### src/hdl/mots_pkg.sv
package mots_pkg;

  localparam int DEFAULT_LIST_DEPTH = 1024;
  localparam int VAL_W = 32;
  localparam int MED_W = 33;
  localparam int OP_W = 2;
  localparam int STATUS_W = 2;

  typedef enum logic [OP_W-1:0] {
    OP_APPEND_FIRST  = 2'd0,
    OP_APPEND_SECOND = 2'd1,
    OP_MEDIAN        = 2'd2
  } op_t;

  typedef enum logic [STATUS_W-1:0] {
    ST_OK       = 2'd0,
    ST_EMPTY    = 2'd1,
    ST_OVERFLOW = 2'd2
  } status_t;

  typedef enum logic [1:0] {
    S_IDLE,
    S_EVAL,
    S_CMP
  } search_state_t;

  // What the pair of reads issued in the evaluate step is used for.
  typedef enum logic [1:0] {
    M_TAIL,
    M_FIRST,
    M_PIVOT
  } search_mode_t;

  typedef struct packed {
    logic                    done;
    logic signed [MED_W-1:0] doubled;
  } search_res_t;

endpackage

### src/hdl/mots_search.sv
module mots_search #(
  parameter int LIST_DEPTH = mots_pkg::DEFAULT_LIST_DEPTH,
  localparam int CW = $clog2(LIST_DEPTH + 1),
  localparam int KW = CW + 1,
  localparam int AW = (LIST_DEPTH > 1) ? $clog2(LIST_DEPTH) : 1
) (
  input  logic                               clk,
  input  logic                               rst_n,
  input  logic                               go,
  input  logic [CW-1:0]                      count0,
  input  logic [CW-1:0]                      count1,
  output logic                               busy,
  output logic [AW-1:0]                      rd_addr0,
  output logic [AW-1:0]                      rd_addr1,
  input  logic signed [mots_pkg::VAL_W-1:0]  rd_data0,
  input  logic signed [mots_pkg::VAL_W-1:0]  rd_data1,
  output mots_pkg::search_res_t              res
);
  import mots_pkg::*;

  search_state_t           state_r, state_nxt;
  search_mode_t            mode_r, mode_nxt;
  logic                    asel_r, asel_nxt;
  logic [CW-1:0]           alo_r, alo_nxt, alen_r, alen_nxt;
  logic [CW-1:0]           blo_r, blo_nxt, blen_r, blen_nxt;
  logic [CW-1:0]           sa_r, sa_nxt;
  logic [KW-1:0]           sb_r, sb_nxt;
  logic [KW-1:0]           k_r, k_nxt, half_r, half_nxt;
  logic                    even_r, even_nxt, second_r, second_nxt;
  logic signed [VAL_W-1:0] upper_r, upper_nxt;

  // Evaluate step: range with the shorter length becomes "a".
  logic                    swap;
  logic                    e_asel;
  logic [CW-1:0]           e_alo, e_alen, e_blo, e_blen, e_kh, e_sa;
  logic [KW-1:0]           e_sb, a_addr_w, b_addr_w;
  search_mode_t            e_mode;

  // Compare step.
  logic signed [VAL_W-1:0] pa, pb, found_val;
  logic                    found;
  logic [KW-1:0]           total_w, step_alo_w, step_blo_w, step_blen_w, step_alen_w;

  assign swap   = alen_r > blen_r;
  assign e_asel = asel_r ^ swap;
  assign e_alo  = swap ? blo_r : alo_r;
  assign e_alen = swap ? blen_r : alen_r;
  assign e_blo  = swap ? alo_r : blo_r;
  assign e_blen = swap ? alen_r : blen_r;
  assign e_kh   = k_r[KW-1:1];
  assign e_sa   = (e_kh < e_alen) ? e_kh : e_alen;
  assign e_sb   = k_r - {1'b0, e_sa};

  always_comb begin
    if (e_alen == '0) begin
      e_mode   = M_TAIL;
      a_addr_w = {1'b0, e_alo};
      b_addr_w = {1'b0, e_blo} + k_r - KW'(1);
    end else if (k_r == KW'(1)) begin
      e_mode   = M_FIRST;
      a_addr_w = {1'b0, e_alo};
      b_addr_w = {1'b0, e_blo};
    end else begin
      e_mode   = M_PIVOT;
      a_addr_w = {1'b0, e_alo} + {1'b0, e_sa} - KW'(1);
      b_addr_w = {1'b0, e_blo} + e_sb - KW'(1);
    end
  end

  assign rd_addr0 = e_asel ? b_addr_w[AW-1:0] : a_addr_w[AW-1:0];
  assign rd_addr1 = e_asel ? a_addr_w[AW-1:0] : b_addr_w[AW-1:0];

  assign pa = asel_r ? rd_data1 : rd_data0;
  assign pb = asel_r ? rd_data0 : rd_data1;

  assign total_w     = {1'b0, count0} + {1'b0, count1};
  assign step_alo_w  = {1'b0, alo_r} + {1'b0, sa_r};
  assign step_alen_w = {1'b0, alen_r} - {1'b0, sa_r};
  assign step_blo_w  = {1'b0, blo_r} + sb_r;
  assign step_blen_w = {1'b0, blen_r} - sb_r;

  always_comb begin
    found     = 1'b0;
    found_val = pa;
    case (mode_r)
      M_TAIL: begin
        found     = 1'b1;
        found_val = pb;
      end
      M_FIRST: begin
        found     = 1'b1;
        found_val = (pa < pb) ? pa : pb;
      end
      M_PIVOT: begin
        found     = (pa == pb);
        found_val = pa;
      end
      default: begin
        found = 1'b1;
      end
    endcase
  end

  assign busy = (state_r != S_IDLE);

  always_comb begin
    state_nxt   = state_r;
    mode_nxt    = mode_r;
    asel_nxt    = asel_r;
    alo_nxt     = alo_r;
    alen_nxt    = alen_r;
    blo_nxt     = blo_r;
    blen_nxt    = blen_r;
    sa_nxt      = sa_r;
    sb_nxt      = sb_r;
    k_nxt       = k_r;
    half_nxt    = half_r;
    even_nxt    = even_r;
    second_nxt  = second_r;
    upper_nxt   = upper_r;
    res.done    = 1'b0;
    res.doubled = '0;
    case (state_r)
      S_IDLE: begin
        if (go) begin
          half_nxt   = {1'b0, total_w[KW-1:1]};
          k_nxt      = {1'b0, total_w[KW-1:1]} + KW'(1);
          even_nxt   = ~total_w[0];
          second_nxt = 1'b0;
          asel_nxt   = 1'b0;
          alo_nxt    = '0;
          alen_nxt   = count0;
          blo_nxt    = '0;
          blen_nxt   = count1;
          state_nxt  = S_EVAL;
        end
      end
      S_EVAL: begin
        asel_nxt  = e_asel;
        alo_nxt   = e_alo;
        alen_nxt  = e_alen;
        blo_nxt   = e_blo;
        blen_nxt  = e_blen;
        sa_nxt    = e_sa;
        sb_nxt    = e_sb;
        mode_nxt  = e_mode;
        state_nxt = S_CMP;
      end
      S_CMP: begin
        if (!found) begin
          state_nxt = S_EVAL;
          if (pa < pb) begin
            alo_nxt  = step_alo_w[CW-1:0];
            alen_nxt = step_alen_w[CW-1:0];
            k_nxt    = k_r - {1'b0, sa_r};
          end else begin
            blo_nxt  = step_blo_w[CW-1:0];
            blen_nxt = step_blen_w[CW-1:0];
            k_nxt    = k_r - sb_r;
          end
        end else if (even_r && !second_r) begin
          // Even total: now find the lower middle element.
          upper_nxt  = found_val;
          second_nxt = 1'b1;
          k_nxt      = half_r;
          asel_nxt   = 1'b0;
          alo_nxt    = '0;
          alen_nxt   = count0;
          blo_nxt    = '0;
          blen_nxt   = count1;
          state_nxt  = S_EVAL;
        end else begin
          res.done    = 1'b1;
          res.doubled = second_r ?
                        ({upper_r[VAL_W-1], upper_r} + {found_val[VAL_W-1], found_val}) :
                        {found_val, 1'b0};
          state_nxt   = S_IDLE;
        end
      end
      default: begin
        state_nxt = S_IDLE;
      end
    endcase
  end

  always_ff @(posedge clk) begin
    if (!rst_n) begin
      state_r  <= S_IDLE;
      second_r <= 1'b0;
    end else begin
      state_r  <= state_nxt;
      second_r <= second_nxt;
    end
  end

  always_ff @(posedge clk) begin
    mode_r  <= mode_nxt;
    asel_r  <= asel_nxt;
    alo_r   <= alo_nxt;
    alen_r  <= alen_nxt;
    blo_r   <= blo_nxt;
    blen_r  <= blen_nxt;
    sa_r    <= sa_nxt;
    sb_r    <= sb_nxt;
    k_r     <= k_nxt;
    half_r  <= half_nxt;
    even_r  <= even_nxt;
    upper_r <= upper_nxt;
  end

  // A search step always alternates evaluate and compare.
  a_eval_then_cmp: assert property (@(posedge clk) disable iff (!rst_n)
    state_r == S_EVAL |=> state_r == S_CMP)
    else $error("evaluate step not followed by compare");

  // The remaining rank never exceeds the elements left in both ranges.
  a_k_in_range: assert property (@(posedge clk) disable iff (!rst_n)
    state_r == S_EVAL |-> ({1'b0, alen_r} + {1'b0, blen_r} >= k_r) && k_r != '0)
    else $error("search rank out of range");

  // The second pass only happens for an even total.
  a_second_even: assert property (@(posedge clk) disable iff (!rst_n)
    second_r && busy |-> even_r)
    else $error("second pass on odd total");

endmodule

### config.mk
export PLATFORM = sky130hd
export DESIGN_NAME = mots_search
export DESIGN_NICKNAME = d
export VERILOG_FILES = /design/src/hdl/mots_pkg.sv /design/src/hdl/mots_search.sv
export SDC_FILE = /design/constraint.sdc
export NUM_CORES = 1
export LEC_CHECK = 0
export BUFFER_PORTS_ARGS = -buffer_cell sky130_fd_sc_hd__buf_2
export CORE_ASPECT_RATIO = 0.9
export CORE_MARGIN = 10
export CORE_UTILIZATION = 55
export CTS_BUF_LIST = sky130_fd_sc_hd__clkbuf_8
export CTS_CLUSTER_DIAMETER = 120
export DETAILED_ROUTE_END_ITERATION = 10
export PLACE_DENSITY = 0.75
export SKIP_LAST_GASP = 1
export SLEW_MARGIN = 20
export SYNTH_ARGS = -nofsm -noshare
export SYNTH_HDL_FRONTEND = slang
export SYNTH_SLANG_ARGS = --single-unit
export TNS_END_PERCENT = 10
### constraint.sdc
create_clock -name clk -period 14.8 [get_ports clk]
set_input_delay 0 -clock clk [delete_from_list [all_inputs] [get_ports clk]]
set_output_delay 0 -clock clk [all_outputs]
set_load 0.02 [all_outputs]
==> run_results.csv <==
group,metric,value,unit
outcome,status,"completed",
clocking,clock_latency,0.48,ns
placed_design,dp_hpwl,35900,um
sta,maxSlewViolCount,0,
sta,setup_viol,0,
job,cap_violations,0,
synth,yosysUniqueCellTypes,74,
floorplan,ioPinCount,144,
grt,grt_max_degree,68,
setup_path,critPathKind,"flip-flop to output pin",
grt,antenna_found_initial,0,
placed_design,dpl_worst_slack,5.70,ns
drt,vias,13800,
synth,yosys_warnings,0,
finish,layout-drive-gt1-share,0.123,
synth,syn_inst,1768,
grt,grt_use_total,0.254,
grt,grt_pass1_vias,13300,
synth,avgSynthCellArea,8.64,um^2
clocking,cts_setup_buffers,0,
setup_path,startpoint_type,"flip-flop",
sta,max_slew_margin,0.269,
synth,synth_nets,2080,
worst_hold_path,holdPathStages,3,
sta,worst_slew_pin_slew,1.10,ns
finish,fin_nets,2237,
synth,synth-async-reset-ratio,0,
clocking,cts_max_level,4,
worst_hold_path,min_from,"count1[1]",
sta,worst_slack,4.99,ns
floorplan,start_util,0.562,
setup_path,r2r-end,"sb_r[11]",
setup_path,reg2reg_from,"alen_r[9]",
drt,drt-initial-drc-count,1167,
drt,drtAntennaViolNets,0,
sta,holdWs,0.0478,ns
drt,wl_per_cell,19.9,um
setup_path,crit_path_max_fanout,24,
synth,syn_area,15300,um^2
setup_path,cp_slowest_cell,"o41ai_4",
setup_path,worstPathArrival,9.81,ns
sta,max_freq,0.102,GHz
clocking,clkTransAtPathRegs,0.08,ns
sta,finalCritPeriodShare,0.663,
sta,fin_crit,9.81,ns
floorplan,die_y,178,um
setup_path,crit_start,"alen_r[9]",
sta,finalHoldViolations,0,
finish,areaGrowthSynthToFinish,11.8,%
synth,synth-edff-count,124,
floorplan,core,27200,um^2
floorplan,die-area,34800,um^2
setup_path,cpPeakStageDelay,0.70,ns
clocking,cts_tree,"yes",
worst_hold_path,hold_class,"input pin to flip-flop",
floorplan,rows,57,
setup_path,end_kind,"output pin",
setup_path,worst_ep_required_time,14.80,ns
grt,grt_pass1_wl,72000,um
drt,routed_wl,45700,um
clocking,clkSinkCount,127,
synth,ys_seq_area_frac,0.248,
sta,rsz0062_at_grt,"false",
synth,ys_ff_latch,127,
worst_hold_path,holdPathEnd,"blen_r[1]",
grt,grt_remaining_overflow,0,
clocking,clockBufferDepth,2,
floorplan,die_w,196,um
clocking,cts_made_buffers,17,
sta,final.setup_skew,0.0176,ns
drt,post-route-drc-count,0,
drt,viasPerCell,6.02,
drt,drt_pass1_iterations,5,
setup_path,rr_worst_depth,26,
placed_design,gp_congestion,0.964,
finish,fillers,2385,
finish,final_util,0.628,
clocking,root_buffer,"clkbuf_8",
placed_design,io_buffer_count,143,
synth,synth_flop_cell,"edfxtp_1",
sta,tns,0,ns
setup_path,reg2reg_slack,7.11,ns
-- cell families after synthesis --
| kind of cell | share of synthesized area |
|---|---|
| XOR/XNOR | 0.0651 |
| adder cells (fa/ha/maj) | 0.188 |
| flip-flops | 0.248 |
| multiplexers | 0.113 |
| AND/OR/NAND/NOR | 0.127 |
| AO/OA/AOI/OAI | 0.193 |
| buffers and inverters | 0.0660 |
-- stage by stage --
stage	area, um^2	std cells
finish	17100	2293
global route	17100	2292
CTS	17100	2292
detailed placement	16400	2233
global placement	16400	2233
floorplan	15300	1768
-- synth_stat cells (all sizes together), types with 31 or more instances --
cell type	n	area, um^2
xor2	31	272
inv	211	792
ha	212	2650
nand2	136	515
edfxtp	124	3720
mux2i	151	1510
a21o	56	420
a21oi	130	651
o21ai	92	460
xnor2	80	701
clkbuf	36	135
nor2	130	488
-- how the worst max path moves through the flow --
stage / cells after the start / endpoint / slack (ns)
6_report: 40 / rd_addr1[9] / 4.99
5_1_grt: 40 / rd_addr1[9] / 4.27
4_1_cts: 40 / rd_addr1[9] / 5.15
3_5_place_dp: 40 / rd_addr1[9] / 5.70
3_3_place_gp: 40 / rd_addr1[9] / 5.95
2_1_floorplan: 41 / rd_addr1[9] / 6.33
-- sequential cells by signal (all words and copies together), names as in the netlist --
name      flops
alen_r       11
alo_r        10
asel_r        1
blen_r       11
blo_r        10
even_r        1
half_r       11
k_r          12
mode_r        2
sa_r         11
sb_r         12
second_r      1
state_r       2
upper_r      32
-- per-layer routing --
layer | routed length [um] | global-route usage | up-vias
met1 | 20000 | 0.333 | 6496
li1 | - | - | 6703
met2 | 21500 | 0.427 | 530
met3 | 3160 | 0.0415 | 81
met4 | 969 | 0.0687 | 0
met5 | 0 | 0 | -
-- area by class of cell --
class                           count  area (um^2)  share of cell area
Sequential cell                   127         3780               0.222
Antenna cell                        1         2.50            0.000147
Clock buffer                       18          248              0.0145
Clock inverter                     14          145             0.00850
Tap cell                          354          443              0.0260
Inverter                          214          805              0.0471
Timing Repair Buffer              190         1140              0.0666
Multi-Input combinational cell   1375        10500               0.615
-- layout by cell type (no fill, tap or decap), types with 10 or more instances in the layout --
cell type	synthesis	routed
nand2_1	134	133
ha_1	212	211
xnor2_1	80	79
o21a_1	10	10
a31oi_1	15	15
nand2b_1	12	12
clkbuf_8	0	18
a211oi_1	15	15
nand4_1	12	12
buf_2	7	143
dlygate4sd3_1	0	27
a22oi_1	14	14
edfxtp_1	124	124
and2_1	13	13
inv_1	210	211
a21o_1	56	56
nand3_1	20	20
and3_1	11	11
o21bai_1	21	21
nor2_1	130	129
nor3_1	23	23
a21boi_0	14	14
buf_4	0	20
o21ai_0	92	92
mux2_2	19	19
o22ai_1	12	11
fa_1	11	11
o211ai_1	20	20
xor2_1	31	31
mux2i_1	151	150
a21oi_1	130	130
nor2b_1	19	19
-- critical path, delay by kind of cell (launching register included) --
| family | cells | cell delay [ns] |
|---|---|---|
| and+or+nand+nor | 8 | 1.25 |
| xor gates and xnor gates | 1 | 0.17 |
| muxes | 2 | 0.43 |
| adders and majority gates | 6 | 1.86 |
| DFF | 1 | 0.48 |
| AOI/OAI and AO/OA | 16 | 4.12 |
| buffers and inverters | 7 | 1.03 |
-- what timing repair did --
| item | 4_1_cts | 5_1_grt |
|---|---|---|
| hold buffers | 27 | 0 |
| hold endpoints to repair | 25 | 0 |
| resized for setup | 0 | 0 |
Power is left out: the tool's default activity adds up to more than one toggle a clock period on the data nets, which glitch-free logic cannot reach.
